### src/hdl/dvhs_pkg.sv
`timescale 1ns / 1ps
`default_nettype none
package dvhs_pkg;

  localparam int RANGE_W     = 10;
  localparam int CNT_W       = 6;
  localparam int DEN_W       = CNT_W + 1;
  localparam int OUT_VALUE_W = 10;
  localparam int MEAN_W      = 17;
  localparam int PCT_W       = 14;
  localparam int CFG_INDEX_W = 2;
  localparam int QUEUE_DEPTH = 2;
  localparam int OUT_DEPTH   = 2;

  localparam logic [RANGE_W-1:0] RANGE_LOW_RESET  = RANGE_W'(165);
  localparam logic [RANGE_W-1:0] RANGE_HIGH_RESET = RANGE_W'(175);
  localparam int SCALE     = 100;
  localparam int MEAN_MULT = 2 * SCALE;
  localparam int PCT_MULT  = 2 * SCALE * SCALE;

  localparam logic [CFG_INDEX_W-1:0] REG_RANGE_LOW  = CFG_INDEX_W'(0);
  localparam logic [CFG_INDEX_W-1:0] REG_RANGE_HIGH = CFG_INDEX_W'(1);

  typedef enum logic [1:0] {
    OP_TAKE,
    OP_END,
    OP_TAKE_END
  } op_t;

  typedef struct packed {
    op_t  op;
    logic in_range;
  } cls_t;

  typedef enum logic [1:0] {
    ROW_DISTINCT = 2'd0,
    ROW_SUMMARY  = 2'd1,
    ROW_EMPTY    = 2'd2
  } row_kind_t;

  typedef struct packed {
    row_kind_t              kind;
    logic [OUT_VALUE_W-1:0] value;
    logic [CNT_W-1:0]       count;
    logic [MEAN_W-1:0]      mean;
    logic [PCT_W-1:0]       percent;
    logic                   last;
  } row_t;

  typedef enum logic [3:0] {
    ST_IDLE,
    ST_SEARCH,
    ST_REPORT_RD,
    ST_REPORT_WR,
    ST_MEAN_GO,
    ST_MEAN_WAIT,
    ST_PCT_GO,
    ST_PCT_WAIT,
    ST_SUMMARY,
    ST_EMPTY_ROW
  } back_state_t;

endpackage
`default_nettype wire

### src/hdl/dvhs_fifo.sv
`timescale 1ns / 1ps
`default_nettype none
module dvhs_fifo #(
  parameter int WIDTH = 1,
  parameter int DEPTH = 2
) (
  input  wire logic             clk,
  input  wire logic             rst,
  input  wire logic             push,
  input  wire logic [WIDTH-1:0] wdata,
  output logic                  full,
  input  wire logic             pop,
  output logic [WIDTH-1:0]      rdata,
  output logic                  empty
);
  localparam int PW = (DEPTH > 1) ? $clog2(DEPTH) : 1;
  localparam int CW = $clog2(DEPTH + 1);

  logic [WIDTH-1:0] slots [DEPTH];
  logic [PW-1:0]    wr_ptr;
  logic [PW-1:0]    rd_ptr;
  logic [CW-1:0]    fill;
  logic             do_push;
  logic             do_pop;

  assign full    = (fill == CW'(DEPTH));
  assign empty   = (fill == '0);
  assign do_push = push && !full;
  assign do_pop  = pop && !empty;
  assign rdata   = slots[rd_ptr];

  always_ff @(posedge clk) begin
    if (rst) begin
      wr_ptr <= '0;
      rd_ptr <= '0;
      fill   <= '0;
    end else begin
      if (do_push) begin
        wr_ptr <= (wr_ptr == PW'(DEPTH - 1)) ? '0 : wr_ptr + PW'(1);
      end
      if (do_pop) begin
        rd_ptr <= (rd_ptr == PW'(DEPTH - 1)) ? '0 : rd_ptr + PW'(1);
      end
      if (do_push && !do_pop) begin
        fill <= fill + CW'(1);
      end else if (do_pop && !do_push) begin
        fill <= fill - CW'(1);
      end
    end
  end

  always_ff @(posedge clk) begin
    if (do_push) begin
      slots[wr_ptr] <= wdata;
    end
  end
endmodule
`default_nettype wire

### src/hdl/dvhs_front.sv
`timescale 1ns / 1ps
`default_nettype none
module dvhs_front #(
  parameter int VALUE_BITS = 10
) (
  input  wire logic                            clk,
  input  wire logic                            rst,
  input  wire logic                            push,
  output logic                                 full,
  input  wire logic [VALUE_BITS-1:0]           sample_value,
  input  wire logic                            has_value,
  input  wire logic                            end_of_set,
  input  wire logic                            cfg_we,
  input  wire logic [dvhs_pkg::CFG_INDEX_W-1:0] cfg_index,
  input  wire logic [dvhs_pkg::RANGE_W-1:0]     cfg_data,
  input  wire logic                            q_full,
  output logic                                 q_push,
  output logic [VALUE_BITS-1:0]                q_value,
  output dvhs_pkg::cls_t                       q_cls
);
  import dvhs_pkg::*;

  localparam int CMP_W = (VALUE_BITS > RANGE_W) ? VALUE_BITS : RANGE_W;

  logic [RANGE_W-1:0] range_low;
  logic [RANGE_W-1:0] range_high;
  logic [CMP_W-1:0]   v_ext;

  always_ff @(posedge clk) begin
    if (rst) begin
      range_low  <= RANGE_LOW_RESET;
      range_high <= RANGE_HIGH_RESET;
    end else if (cfg_we) begin
      unique case (cfg_index)
        REG_RANGE_LOW:  range_low  <= cfg_data;
        REG_RANGE_HIGH: range_high <= cfg_data;
        default: begin
        end
      endcase
    end
  end

  assign v_ext   = CMP_W'(sample_value);
  assign full    = q_full;
  assign q_value = sample_value;

  // A beat with neither a value nor an end mark changes nothing and is dropped here.
  assign q_push = push && !q_full && (has_value || end_of_set);

  always_comb begin
    q_cls.in_range = (v_ext >= CMP_W'(range_low)) && (v_ext <= CMP_W'(range_high));
    if (has_value) begin
      q_cls.op = end_of_set ? OP_TAKE_END : OP_TAKE;
    end else begin
      q_cls.op = OP_END;
    end
  end
endmodule
`default_nettype wire

### src/hdl/dvhs_div.sv
`timescale 1ns / 1ps
`default_nettype none
module dvhs_div #(
  parameter int NUM_W = 25
) (
  input  wire logic                       clk,
  input  wire logic                       rst,
  input  wire logic                       start,
  input  wire logic [NUM_W-1:0]           num,
  input  wire logic [dvhs_pkg::DEN_W-1:0] den,
  output logic                            done,
  output logic [NUM_W-1:0]                quot
);
  import dvhs_pkg::*;

  localparam int SW = $clog2(NUM_W);

  logic              busy;
  logic [SW-1:0]     steps;
  logic [NUM_W-1:0]  work;
  logic [DEN_W-1:0]  rem;
  logic [DEN_W-1:0]  divisor;
  logic [DEN_W:0]    rem_sh;
  logic              fits;

  assign rem_sh = {rem, work[NUM_W-1]};
  assign fits   = (rem_sh >= {1'b0, divisor});
  assign quot   = work;

  always_ff @(posedge clk) begin
    if (rst) begin
      busy <= 1'b0;
      done <= 1'b0;
    end else begin
      done <= 1'b0;
      if (start) begin
        busy <= 1'b1;
      end else if (busy && steps == '0) begin
        busy <= 1'b0;
        done <= 1'b1;
      end
    end
  end

  always_ff @(posedge clk) begin
    if (start) begin
      work    <= num;
      rem     <= '0;
      divisor <= den;
      steps   <= SW'(NUM_W - 1);
    end else if (busy) begin
      rem   <= fits ? DEN_W'(rem_sh - {1'b0, divisor}) : DEN_W'(rem_sh);
      work  <= {work[NUM_W-2:0], fits};
      steps <= steps - SW'(1);
    end
  end
endmodule
`default_nettype wire

### src/hdl/dvhs_back.sv
`timescale 1ns / 1ps
`default_nettype none
module dvhs_back #(
  parameter int CAPACITY   = 63,
  parameter int VALUE_BITS = 10
) (
  input  wire logic                  clk,
  input  wire logic                  rst,
  input  wire logic                  q_empty,
  input  wire logic [VALUE_BITS-1:0] q_value,
  input  wire dvhs_pkg::cls_t        q_cls,
  output logic                       q_pop,
  input  wire logic                  o_full,
  output logic                       o_push,
  output dvhs_pkg::row_t             o_row
);
  import dvhs_pkg::*;

  localparam int AW    = (CAPACITY > 1) ? $clog2(CAPACITY) : 1;
  localparam int SUM_W = VALUE_BITS + CNT_W;
  localparam int NUM_W = (VALUE_BITS + 15 > 21) ? VALUE_BITS + 15 : 21;

  back_state_t state, state_next;

  logic [VALUE_BITS-1:0] mem_val [CAPACITY];
  logic [CNT_W-1:0]      mem_cnt [CAPACITY];
  logic [VALUE_BITS-1:0] rd_val;
  logic [CNT_W-1:0]      rd_cnt;
  logic                  rd_en;
  logic [AW-1:0]         rd_addr;
  logic                  mem_we;
  logic [AW-1:0]         wr_addr;
  logic [CNT_W-1:0]      wr_cnt;

  logic [VALUE_BITS-1:0] cur_value;
  logic                  cur_in_range;
  logic                  cur_end;
  logic [CNT_W-1:0]      idx;
  logic                  pend;
  logic [AW-1:0]         pend_idx;
  logic [CNT_W-1:0]      used;
  logic [CNT_W-1:0]      total;
  logic [SUM_W-1:0]      sum;
  logic [CNT_W-1:0]      inr;
  logic [MEAN_W-1:0]     mean_q;
  logic [PCT_W-1:0]      pct_q;

  logic                  item_take;
  logic                  item_end;
  logic                  take_ok;
  logic                  hit;
  logic                  search_done;
  logic                  room;
  logic                  last_entry;

  logic                  div_start;
  logic [NUM_W-1:0]      div_num;
  logic [DEN_W-1:0]      div_den;
  logic                  div_done;
  logic [NUM_W-1:0]      div_quot;

  dvhs_div #(.NUM_W(NUM_W)) u_div (
    .clk   (clk),
    .rst   (rst),
    .start (div_start),
    .num   (div_num),
    .den   (div_den),
    .done  (div_done),
    .quot  (div_quot)
  );

  assign item_take   = (q_cls.op == OP_TAKE) || (q_cls.op == OP_TAKE_END);
  assign item_end    = (q_cls.op == OP_END) || (q_cls.op == OP_TAKE_END);
  assign take_ok     = item_take && (total < CNT_W'(CAPACITY));
  assign hit         = pend && (rd_val == cur_value);
  assign search_done = hit || (idx == used);
  assign room        = used < CNT_W'(CAPACITY);
  assign last_entry  = (idx + CNT_W'(1)) == used;
  assign div_den     = {total, 1'b0};

  always_comb begin
    state_next = state;
    unique case (state)
      ST_IDLE: begin
        if (!q_empty) begin
          if (take_ok) begin
            state_next = ST_SEARCH;
          end else if (item_end) begin
            state_next = (total == '0) ? ST_EMPTY_ROW : ST_REPORT_RD;
          end
        end
      end
      ST_SEARCH: begin
        if (search_done) begin
          state_next = cur_end ? ST_REPORT_RD : ST_IDLE;
        end
      end
      ST_REPORT_RD: state_next = ST_REPORT_WR;
      ST_REPORT_WR: begin
        if (!o_full) begin
          state_next = last_entry ? ST_MEAN_GO : ST_REPORT_RD;
        end
      end
      ST_MEAN_GO: state_next = ST_MEAN_WAIT;
      ST_MEAN_WAIT: begin
        if (div_done) begin
          state_next = ST_PCT_GO;
        end
      end
      ST_PCT_GO: state_next = ST_PCT_WAIT;
      ST_PCT_WAIT: begin
        if (div_done) begin
          state_next = ST_SUMMARY;
        end
      end
      ST_SUMMARY, ST_EMPTY_ROW: begin
        if (!o_full) begin
          state_next = ST_IDLE;
        end
      end
      default: state_next = ST_IDLE;
    endcase
  end

  always_comb begin
    q_pop     = 1'b0;
    rd_en     = 1'b0;
    rd_addr   = idx[AW-1:0];
    mem_we    = 1'b0;
    wr_addr   = pend_idx;
    wr_cnt    = rd_cnt + CNT_W'(1);
    o_push    = 1'b0;
    o_row     = '0;
    div_start = 1'b0;
    div_num   = NUM_W'(sum) * NUM_W'(MEAN_MULT) + NUM_W'(total);
    unique case (state)
      ST_IDLE: q_pop = !q_empty;
      ST_SEARCH: begin
        if (hit) begin
          mem_we = 1'b1;
        end else if (search_done) begin
          mem_we  = room;
          wr_addr = used[AW-1:0];
          wr_cnt  = CNT_W'(1);
        end else begin
          rd_en = 1'b1;
        end
      end
      ST_REPORT_RD: rd_en = 1'b1;
      ST_REPORT_WR: begin
        o_push      = !o_full;
        o_row.kind  = ROW_DISTINCT;
        o_row.value = OUT_VALUE_W'(rd_val);
        o_row.count = rd_cnt;
      end
      ST_MEAN_GO: div_start = 1'b1;
      ST_PCT_GO: begin
        div_start = 1'b1;
        div_num   = NUM_W'(inr) * NUM_W'(PCT_MULT) + NUM_W'(total);
      end
      ST_SUMMARY: begin
        o_push        = !o_full;
        o_row.kind    = ROW_SUMMARY;
        o_row.mean    = mean_q;
        o_row.percent = pct_q;
        o_row.last    = 1'b1;
      end
      ST_EMPTY_ROW: begin
        o_push     = !o_full;
        o_row.kind = ROW_EMPTY;
        o_row.last = 1'b1;
      end
      default: begin
      end
    endcase
  end

  always_ff @(posedge clk) begin
    if (mem_we) begin
      mem_val[wr_addr] <= cur_value;
      mem_cnt[wr_addr] <= wr_cnt;
    end
    if (rd_en) begin
      rd_val <= mem_val[rd_addr];
      rd_cnt <= mem_cnt[rd_addr];
    end
  end

  always_ff @(posedge clk) begin
    if (rst) begin
      state <= ST_IDLE;
      pend  <= 1'b0;
      used  <= '0;
      total <= '0;
      sum   <= '0;
      inr   <= '0;
    end else begin
      state <= state_next;
      unique case (state)
        ST_IDLE: begin
          pend <= 1'b0;
        end
        ST_SEARCH: begin
          if (!search_done) begin
            pend <= 1'b1;
          end else begin
            total <= total + CNT_W'(1);
            sum   <= sum + SUM_W'(cur_value);
            inr   <= inr + CNT_W'(cur_in_range);
            if (!hit && room) begin
              used <= used + CNT_W'(1);
            end
          end
        end
        ST_SUMMARY, ST_EMPTY_ROW: begin
          if (!o_full) begin
            used  <= '0;
            total <= '0;
            sum   <= '0;
            inr   <= '0;
          end
        end
        default: begin
        end
      endcase
    end
  end

  always_ff @(posedge clk) begin
    unique case (state)
      ST_IDLE: begin
        if (!q_empty) begin
          cur_value    <= q_value;
          cur_in_range <= q_cls.in_range;
          cur_end      <= item_end;
          idx          <= '0;
        end
      end
      ST_SEARCH: begin
        if (!search_done) begin
          idx      <= idx + CNT_W'(1);
          pend_idx <= idx[AW-1:0];
        end else begin
          idx <= '0;
        end
      end
      ST_REPORT_WR: begin
        if (!o_full) begin
          idx <= idx + CNT_W'(1);
        end
      end
      ST_MEAN_WAIT: begin
        if (div_done) begin
          mean_q <= div_quot[MEAN_W-1:0];
        end
      end
      ST_PCT_WAIT: begin
        if (div_done) begin
          pct_q <= div_quot[PCT_W-1:0];
        end
      end
      default: begin
      end
    endcase
  end
endmodule
`default_nettype wire

### src/hdl/distinct_value_histogram_stats.sv
`timescale 1ns / 1ps
`default_nettype none
// Channel    Handshake         Beat
// input      push / full       sample_value, has_value, end_of_set
// result     empty / pop       row_kind, distinct_value, occurrences, mean_hundredths,
//                              percent_hundredths, last_row
// config     cfg_we            cfg_index, cfg_data (written at once, no read-back)
//
// A value is handled in the back end by a serial search of the table memory, one
// entry read per cycle; the input queue absorbs two beats meanwhile.
// A non-empty set's report lists each table row, then runs two serial divisions of one
// quotient bit per cycle (VALUE_BITS + 15 bits, at least 21) for mean and percentage.
// Reset clears the counters and queues; the table memory needs no clearing.
// A full result queue stalls only the report; input beats keep queuing until full.
module distinct_value_histogram_stats #(
  parameter int CAPACITY   = 63,
  parameter int VALUE_BITS = 10
) (
  input  wire logic                             clk,
  input  wire logic                             rst,
  input  wire logic                             push,
  output logic                                  full,
  input  wire logic [VALUE_BITS-1:0]            sample_value,
  input  wire logic                             has_value,
  input  wire logic                             end_of_set,
  output logic                                  empty,
  input  wire logic                             pop,
  output logic [1:0]                            row_kind,
  output logic [dvhs_pkg::OUT_VALUE_W-1:0]      distinct_value,
  output logic [dvhs_pkg::CNT_W-1:0]            occurrences,
  output logic [dvhs_pkg::MEAN_W-1:0]           mean_hundredths,
  output logic [dvhs_pkg::PCT_W-1:0]            percent_hundredths,
  output logic                                  last_row,
  input  wire logic                             cfg_we,
  input  wire logic [dvhs_pkg::CFG_INDEX_W-1:0] cfg_index,
  input  wire logic [dvhs_pkg::RANGE_W-1:0]     cfg_data
);
  import dvhs_pkg::*;

  localparam int ITEM_W = VALUE_BITS + $bits(cls_t);
  localparam int ROW_W  = $bits(row_t);

  logic                  fq_push;
  logic [VALUE_BITS-1:0] fq_value;
  cls_t                  fq_cls;
  logic                  iq_full;
  logic                  iq_empty;
  logic                  iq_pop;
  logic [ITEM_W-1:0]     iq_rdata;
  logic [VALUE_BITS-1:0] bq_value;
  cls_t                  bq_cls;
  logic                  oq_full;
  logic                  oq_push;
  row_t                  oq_wrow;
  logic [ROW_W-1:0]      oq_rdata;
  row_t                  head;

  dvhs_front #(.VALUE_BITS(VALUE_BITS)) u_front (
    .clk          (clk),
    .rst          (rst),
    .push         (push),
    .full         (full),
    .sample_value (sample_value),
    .has_value    (has_value),
    .end_of_set   (end_of_set),
    .cfg_we       (cfg_we),
    .cfg_index    (cfg_index),
    .cfg_data     (cfg_data),
    .q_full       (iq_full),
    .q_push       (fq_push),
    .q_value      (fq_value),
    .q_cls        (fq_cls)
  );

  dvhs_fifo #(.WIDTH(ITEM_W), .DEPTH(QUEUE_DEPTH)) u_item_q (
    .clk   (clk),
    .rst   (rst),
    .push  (fq_push),
    .wdata ({fq_value, fq_cls}),
    .full  (iq_full),
    .pop   (iq_pop),
    .rdata (iq_rdata),
    .empty (iq_empty)
  );

  assign bq_value = iq_rdata[ITEM_W-1 -: VALUE_BITS];
  assign bq_cls   = cls_t'(iq_rdata[$bits(cls_t)-1:0]);

  dvhs_back #(.CAPACITY(CAPACITY), .VALUE_BITS(VALUE_BITS)) u_back (
    .clk     (clk),
    .rst     (rst),
    .q_empty (iq_empty),
    .q_value (bq_value),
    .q_cls   (bq_cls),
    .q_pop   (iq_pop),
    .o_full  (oq_full),
    .o_push  (oq_push),
    .o_row   (oq_wrow)
  );

  dvhs_fifo #(.WIDTH(ROW_W), .DEPTH(OUT_DEPTH)) u_row_q (
    .clk   (clk),
    .rst   (rst),
    .push  (oq_push),
    .wdata (oq_wrow),
    .full  (oq_full),
    .pop   (pop),
    .rdata (oq_rdata),
    .empty (empty)
  );

  assign head               = row_t'(oq_rdata);
  assign row_kind           = head.kind;
  assign distinct_value     = head.value;
  assign occurrences        = head.count;
  assign mean_hundredths    = head.mean;
  assign percent_hundredths = head.percent;
  assign last_row           = head.last;
endmodule
`default_nettype wire

### config.mk
export PLATFORM = sky130hd
export DESIGN_NAME = distinct_value_histogram_stats
export DESIGN_NICKNAME = d
export VERILOG_FILES = /design/src/hdl/dvhs_pkg.sv /design/src/hdl/dvhs_fifo.sv /design/src/hdl/dvhs_front.sv /design/src/hdl/dvhs_div.sv /design/src/hdl/dvhs_back.sv /design/src/hdl/distinct_value_histogram_stats.sv
export SDC_FILE = /design/constraint.sdc
export NUM_CORES = 2
export LEC_CHECK = 0
export ABC_CLOCK_PERIOD_IN_PS = 4550
export BUFFER_PORTS_ARGS = -buffer_cell sky130_fd_sc_hd__buf_4
export CORE_UTILIZATION = 54
export CTS_CLUSTER_DIAMETER = 50
export DETAILED_ROUTE_END_ITERATION = 10
export PLACE_DENSITY = 0.8
export SYNTH_ARGS = -nofsm -noshare
export SYNTH_HDL_FRONTEND = slang
export SYNTH_SLANG_ARGS = --single-unit
### constraint.sdc
create_clock -name clk -period 4.55 [get_ports clk]
set_input_delay 0.6825 -clock clk [delete_from_list [all_inputs] [get_ports clk]]
set_output_delay 0.6825 -clock clk [all_outputs]
set_load 0.005 [all_outputs]
==> results_dict.tcl <==
set metrics [dict create \
    syn_avg_cell_area_um2 18.1 \
    synthTopCellsByArea "edfxtp_1, mux4_2, dfxtp_1, ha_1, mux2_2" \
    port_buffers 80 \
    required_ns 5.03 \
    cts_hold_buf 0 \
    slew_viol_final 0 \
    die_h_um 322 \
    synth_top_family_by_area "multiplexers" \
    clock_skew_ns 0.0338 \
    critPathKind "flip-flop to flip-flop" \
    clk_pin_slew_ns 0.06 \
    drive_gt1_share_pct 25.8 \
    fin_crit_sh_pct 95.4 \
    hold_path_depth 1 \
    irDropWorstVdd_v 0.000886 \
    start_util_pct 54.5 \
    maxSlewHeadroom_pct 12.8 \
    ys_types 74 \
    synthFlopType "edfxtp_1" \
    finalHoldViolations 0 \
    drt_pass1_iterations 8 \
    antenna_found_initial 8 \
    worst_setup_path_start_kind "flip-flop" \
    synthAdderAreaFrac_pct 3.65 \
    p_per_area_mw_per_mm2 595 \
    status "finished, final reports clean" \
    synthMuxAreaShare_pct 14.8 \
    vias_per_cell 6.38 \
    cap_viol_max_count 0 \
    path_max_fanout 8 \
    gp_congestion 0.864 \
    preCtsSetupSlack_ns 0.0821 \
    grt_pass1_wl_um 196000 \
    place_inst 4492 \
    async_flop_share_pct 0 \
    finalWorstSetupSlack_ns 0.207 \
    setup_violations 0 \
    syn_area_mm2 0.0554 \
    cts_tree "yes" \
    synth_common_cells "edfxtp_1, mux4_2, nor2_1" \
    yosysWarningCount 0 \
    cts_max_path_buffers 3 \
    cp.arrival_ns 4.82 \
    die_x_um 322 \
    synth_simple_gate_area_share_pct 4.91 \
    design.die.area_mm2 0.104 \
    yosysTopAreaCell "edfxtp_1" \
    fin_cells 4741 \
    drc 0 \
    p_leak_nw 20.9 \
    coreArea_mm2 0.102 \
    yosys.area.top_type_share_pct 67.0 \
    top_level_ports 81 \
    synth_edf_count 1236 \
    grt_overflow 0 \
    timing.fmax_mhz 230 \
    track_usage_pct 26.0 \
    reg2reg_depth 14 \
    ys_seq_area_share_pct 70.0 \
    area_growth_pct 13.5 \
    grt_max_degree 109 \
    nNetsFinal 3437 \
    num_vias 30246 \
    cts-root-buf "clkbuf_16" \
    clk_latency_ns 0.75 \
    yosys_register_bits 1319 \
    yosysMostFrequentCell "edfxtp_1" \
    tightestPinTransition_ns 1.31 \
    synth_nets 3243 \
    synth_xor_area_share_pct 1.68 \
    rows 117 \
    first_global_vias 30267 \
    wire_per_inst_um 28.0 \
    cp-end-kind "flip-flop" \
    htree_levels 4 \
    drt-initial-drc-count 3467 \
    regToRegSetupSlack_ns 0.21 \
    dp_hpwl_um 75400 \
    synth_compound_area_share_pct 3.13 \
    hp-class "primary input to flip-flop" \
    clock-sinks 1319 \
    antenna_left 0 \
    drt_wl_total_um 133000 \
    cts_buffers 132 \
    min_period_ns 4.34 \
    synthCells 3065 \
]
[timing repair]
item / CTS / global route
buffers inserted: 0 / 1
gates resized for setup: 0 / 10
endpoints found under the setup margin: 0 / 8
[metal layers]
| layer | GRT usage [%] | share of wire (%) | vias up |
|---|---|---|---|
| met3 | 5.90 | 10 | 363 |
| met5 | 0 | 0.045 | - |
| met4 | 11.2 | 4.4 | 8 |
| met1 | 33.7 | 36 | 15387 |
| met2 | 42.5 | 49 | 1880 |
| li1 | - | - | 12608 |
[kinds of logic after synthesis]
group                    Yosys count
AND/OR/NAND/NOR                  540
flip-flops                      1319
multiplexers                     411
AO/OA/AOI/OAI                    268
XOR/XNOR                         106
adder cells (fa/ha/maj)          149
buffers and inverters            272
[flip-flops by register name (all words and copies together), names as in the netlist, 7 cells and up, named ones only]
name / flops
u_back.mem_val: 630
u_back.mem_cnt: 378
u_row_q.slots: 100
u_item_q.slots: 26
u_back.u_div.quot: 25
u_back.mean_q: 17
u_back.sum: 16
u_back.pct_q: 14
u_back.cur_value: 10
u_back.rd_val: 10
u_front.range_high: 10
u_front.range_low: 10
u_back.u_div.rem: 7
[through the flow]
| stage | instance area (um2) | power, mW | util [%] | setup TNS [ns] | hold WS, ns |
|---|---|---|---|---|---|
| 3_5_place_dp | 58700 | 27.0 | 57.7 | 0 | 0.449 |
| 6_report | 62900 | 37.4 | 61.8 | 0 | 0.165 |
| 2_1_floorplan | 55500 | 23.0 | - | -95.65 | 0.424 |
| 4_1_cts | 62800 | 37.4 | 61.8 | 0 | 0.124 |
| 5_1_grt | 62900 | 38.5 | 61.8 | -0.0520 | 0.132 |
| 3_3_place_gp | 58700 | 26.7 | 57.7 | 0 | 0.445 |
[final timing paths]
path,from,end
setup / recovery,u_back.sum[5],u_back.u_div.quot[23]
hold / removal,sample_value[0],u_item_q.slots[1][3]
setup reg to reg,u_back.sum[5],u_back.u_div.quot[23]
hold reg to reg,u_front.range_high[6],u_front.range_high[6]
[power breakdown]
group,internal (mW),switching (mW),leakage [nW]
sequential,15.6,0.416,11.8
clock,5.71,4.72,1.99
combinational,4.23,6.75,7.11
total,25.6,11.9,20.9
[final cells by class]
| type | instances | area [um2] |
|---|---|---|
| fillers | 6729 | 38800 |
| flip-flops and latches | 1319 | 38800 |
| multi-input cells | 1474 | 16200 |
| clock buffers | 173 | 3540 |
| well taps | 1368 | 1710 |
| repair buffers | 207 | 1630 |
| clock inverters | 72 | 598 |
| inverters | 125 | 469 |
| diodes | 3 | 7.51 |
[layout by cell type (no fill, tap or decap), drive strengths merged, types with 10 or more instances in the layout]
cell and count:
or3 12, nand2 115, edfxtp 1236, nor4 44
clkinv 48, nor2b 14, a211o 14, o21ai 64
nor3 50, inv 138, mux4 319, nor3b 10
buf 207, ha 128, a211oi 10, mux2 65
nor2 144, nand4 20, mux2i 27, nand3 24
o21a 13, a31oi 15, dfxtp 83, clkbuf 173
xnor2 57, a21o 14, xor2 49, a21oi 79
fa 21, and3 10, nand2b 13, and2 59
[worst max-delay path: stages (launching register included)]
cell     delay (ns)
dfxtp_1        0.44
ha_1           0.28
ha_1           0.28
inv_1          0.05
fa_1           0.52
inv_1          0.04
ha_1           0.41
nand4_1        0.14
or4_4          0.56
nand2_2        0.13
nor2_1         0.08
o311a_1        0.39
nor4b_4        0.32
nand4_1        0.13
a211o_1        0.32
(Power assumes the default switching activity.)
